==> config.mk <==
export PLATFORM = sky130hd
export DESIGN_NAME = fsc_fifo
export DESIGN_NICKNAME = d
export VERILOG_FILES = /design/src/rtl/core/fsc_pkg.sv /design/src/rtl/core/fsc_fifo.sv
export SDC_FILE = /design/constraint.sdc
export NUM_CORES = 1
export LEC_CHECK = 0
export BUFFER_PORTS_ARGS = -buffer_cell sky130_fd_sc_hd__clkbuf_2
export CAP_MARGIN = 20
export CORE_UTILIZATION = 40
export DETAILED_ROUTE_END_ITERATION = 8
export PLACE_DENSITY = 0.67
export SLEW_MARGIN = 20
export SYNTH_ARGS = -nofsm -noshare
export SYNTH_HDL_FRONTEND = slang
export SYNTH_SLANG_ARGS = --single-unit
==> constraint.sdc <==
create_clock -name clock -period 2.75 [get_ports clock]
set_clock_uncertainty 0.1 [all_clocks]
set_input_delay 0.275 -clock clock [delete_from_list [all_inputs] [get_ports clock]]
set_output_delay 0.275 -clock clock [all_outputs]
set_load 0.005 [all_outputs]
==> src/rtl/core/fsc_pkg.sv <==
// fsc_pkg: shared constants and types for the farthest segment crossing core
// no dependencies
`default_nettype none
package fsc_pkg;
   localparam int COORD_BITS_DEF = 16;
   localparam int FRAC_BITS_DEF  = 6;
   localparam int CSR_ADDR_BITS  = 5;

   localparam logic [2:0] REG_PSX = 3'd0;
   localparam logic [2:0] REG_PSY = 3'd1;
   localparam logic [2:0] REG_PEX = 3'd2;
   localparam logic [2:0] REG_PEY = 3'd3;
   localparam logic [2:0] REG_RX  = 3'd4;
   localparam logic [2:0] REG_RY  = 3'd5;

   // classification of one candidate
   typedef enum logic [1:0] {
      KIND_NONE  = 2'd0,
      KIND_START = 2'd1,  // crossing is probe start
      KIND_END   = 2'd2,  // crossing is probe end
      KIND_DIV   = 2'd3   // crossing needs the division
   } kind_type;
endpackage
`default_nettype wire

==> src/rtl/core/fsc_fifo.sv <==
// fsc_fifo: short queue between classification and the back end
// depends on fsc_pkg
`default_nettype none
module fsc_fifo import fsc_pkg::*; #(
   parameter int WIDTH = 8
) (
   input  wire              clock,
   input  wire              reset,
   input  wire              in_valid,
   output logic             in_ready,
   input  wire [WIDTH-1:0]  in_data,
   output logic             out_valid,
   input  wire              out_ready,
   output logic [WIDTH-1:0] out_data
);
   logic [WIDTH-1:0] mem_ff [4];
   logic [1:0] wp_ff, rp_ff;
   logic [2:0] cnt_ff;
   logic wr, rd;
   assign in_ready = cnt_ff != 3'd4;
   assign out_valid = cnt_ff != 3'd0;
   assign wr = in_valid && in_ready;
   assign rd = out_valid && out_ready;
   assign out_data = mem_ff[rp_ff];
   always_ff @(posedge clock) begin
      if (wr) mem_ff[wp_ff] <= in_data;
      if (reset) begin
         wp_ff <= '0; rp_ff <= '0; cnt_ff <= '0;
      end else begin
         if (wr) wp_ff <= wp_ff + 2'd1;
         if (rd) rp_ff <= rp_ff + 2'd1;
         cnt_ff <= cnt_ff + {2'd0, wr} - {2'd0, rd};
      end
   end
endmodule
`default_nettype wire

==> results_dict.tcl <==
set metrics [dict create \
    total_leakage_power_nw 0.700 \
    synth_nets 110 \
    drt_iter0_markers 27 \
    multi_input_area_um2 468 \
    clock_sinks 41 \
    cts_tree "yes" \
    pwr-share-clk_pct 25.9 \
    final_hold_viol_count 0 \
    syn_to_final_growth_pct 15.3 \
    final_util_pct 50.0 \
    intPower_mw 1.29 \
    tightest_slew_ns 0.569 \
    p_per_area_nw_per_um2 940 \
    via_per_inst 4.91 \
    cts_buffers 5 \
    critPathArrivalTime_ns 2.52 \
    grt_overflow_total 0 \
    p_switching_uw 498 \
    die_area_um2 4380 \
    status "completed" \
    grt_max_degree 13 \
    fin_cells 165 \
    place_inst 157 \
    worstSetupStartpointType "flop" \
    port_buffers 21 \
    root_buffer "clkbuf_8" \
    post-route-period-util_pct 87.1 \
    final.setup.tns_ns 0 \
    cts_max_level 2 \
    ys_seq_elements 41 \
    syn-instance-count 91 \
    crit_type "reg2reg" \
    initial_core_util_pct 43.3 \
    nFillCells 340 \
    cts_hold_buf 0 \
    drcViolationCount 0 \
    endpoint_kind "flop" \
    synth_cell_types 24 \
    peakVddDrop_uv 498 \
    ant_nets 0 \
    gp_congestion 0.678 \
    die-height_um 66.2 \
    wirelength_um 2610 \
    pre_cts_ws_ns 0.359 \
    yosys_warnings 0 \
    drive_gt1_share_pct 35.0 \
    insertedDiodeCount 0 \
    timing.fmax_ghz 0.418 \
    routedWlPerCell_um 15.8 \
    clkTransAtPathRegs_ns 0.08 \
    antenna_found_initial 0 \
    drv_cap 0 \
    setup_viol 0 \
    nets 135 \
    rsz0062_at_grt "no" \
    cts_resized 0 \
    final_common_cell "edfxtp_1" \
    rows 22 \
    switching_share_pct 27.9 \
    io_pins 22 \
    slew_headroom_pct 62.0 \
    post-cts-setup-buffer-count 0 \
    vias 810 \
    period_needed_ns 2.39 \
    grt_usage_pct 14.1 \
    cts_max_path_buffers 2 \
    register_area_um2 1140 \
    drv_slew 0 \
    syn-cell-area_um2 1650 \
    critPathMaxFanout 7 \
    dp_hpwl_um 1840 \
    total_power_mw 1.79 \
    required_ns 2.87 \
    grt_pass1_vias 900 \
    firstDrtPassIters 4 \
    yosysSeqAreaShare_pct 69.3 \
    core_um2 3800 \
    grt_pass1_wl_um 4240 \
    seqPwrFrac_pct 49.2 \
    avgSynthCellArea_um2 18.1 \
    final_cell_mix "edfxtp_1, clkbuf_2, dfxtp_1" \
    worstSkewPairLatency_ns 0.29 \
    power_frac_comb_pct 25.0 \
    hp-class "in2reg" \
    die_x_um 66.2 \
    final.setup.worst_slack_ns 0.355 \
]
## registers in the layout (all words and copies together), names as in the netlist, named ones only
register  flops
mem_ff       32
rp_ff         2
cnt_ff        3
wp_ff         2
## cell families after synthesis
family                     Yosys count  share of synthesized area, %
AOI/OAI and AO/OA                    3                          2.28
xor gates and xnor gates             3                          1.60
adders and majority gates            7                          5.78
buffers and inverters                8                          2.28
DFF                                 41                          69.3
muxes                               10                          12.5
and+or+nand+nor                     19                          6.31
## stage by stage
| stage | cell area (um2) | hold WS [ns] |
|---|---|---|
| final | 1900 | 0.104 |
| after detailed placement | 1790 | 0.396 |
| after global routing | 1900 | 0.0884 |
| after CTS | 1900 | 0.0974 |
| after global placement | 1790 | 0.391 |
| after floorplan | 1650 | 0.274 |
## final cells by class
| type | count | share of cell area [%] |
|---|---|---|
| Clock buffer | 6 | 3.82 |
| Timing Repair Buffer | 21 | 5.53 |
| Sequential cell | 41 | 60.1 |
| Tap cell | 48 | 3.16 |
| Clock inverter | 2 | 1.78 |
| Multi-Input combinational cell | 42 | 24.6 |
| Inverter | 5 | 0.988 |
## worst paths after layout
path         cells after the start      endpoint       start  slack [ns]
min                              1  mem_ff[3][1]  in_data[1]        0.10
max                             11     cnt_ff[2]   cnt_ff[1]        0.36
min reg2reg                      2      wp_ff[1]    wp_ff[1]        0.43
max reg2reg                     11     cnt_ff[2]   cnt_ff[1]        0.36
## power groups by stage
stage               registers, mW  clock network [mW]  logic (mW)
finish                      0.878               0.462       0.446
global route                0.896               0.501       0.500
CTS                         0.881               0.471       0.457
detailed placement          0.894                   0       0.456
global placement            0.884                   0       0.436
floorplan                   0.837                   0       0.357
## layer usage
metal	up-vias	share of wire (%)	track usage, %
met5	-	0	0
met4	0	1.8	8.51
met3	6	3.6	3.62
met2	16	53	24.7
met1	403	42	15.0
li1	385	-	-
## cell usage after synthesis (all sizes together)
cell	number	area share (%)
edfxtp	32	58
dfxtp	9	11
mux4	8	11
nor2	8	2.0
ha	6	4.6
and2	5	2.0
inv	5	1.1
clkbuf	2	0.46
nand2b	2	0.76
xor2	2	1.1
a21boi	1	1.1
buf	1	0.68
fa	1	1.2
mux2	1	0.91
mux2i	1	0.61
nand2	1	0.23
nor2b	1	0.38
nor3	1	0.61
o311ai	1	0.53
o31a	1	0.61
or3	1	0.38
xnor2	1	0.53
## critical path, stage by stage (launching register included)
cell	delay, ns
dfxtp_1	0.48
nor2_2	0.10
a21boi_4	0.24
inv_1	0.07
ha_1	0.28
inv_1	0.05
ha_1	0.13
inv_1	0.05
fa_1	0.37
xor2_1	0.16
and2_2	0.21
nor3_2	0.09
(Power assumes the default switching activity.)
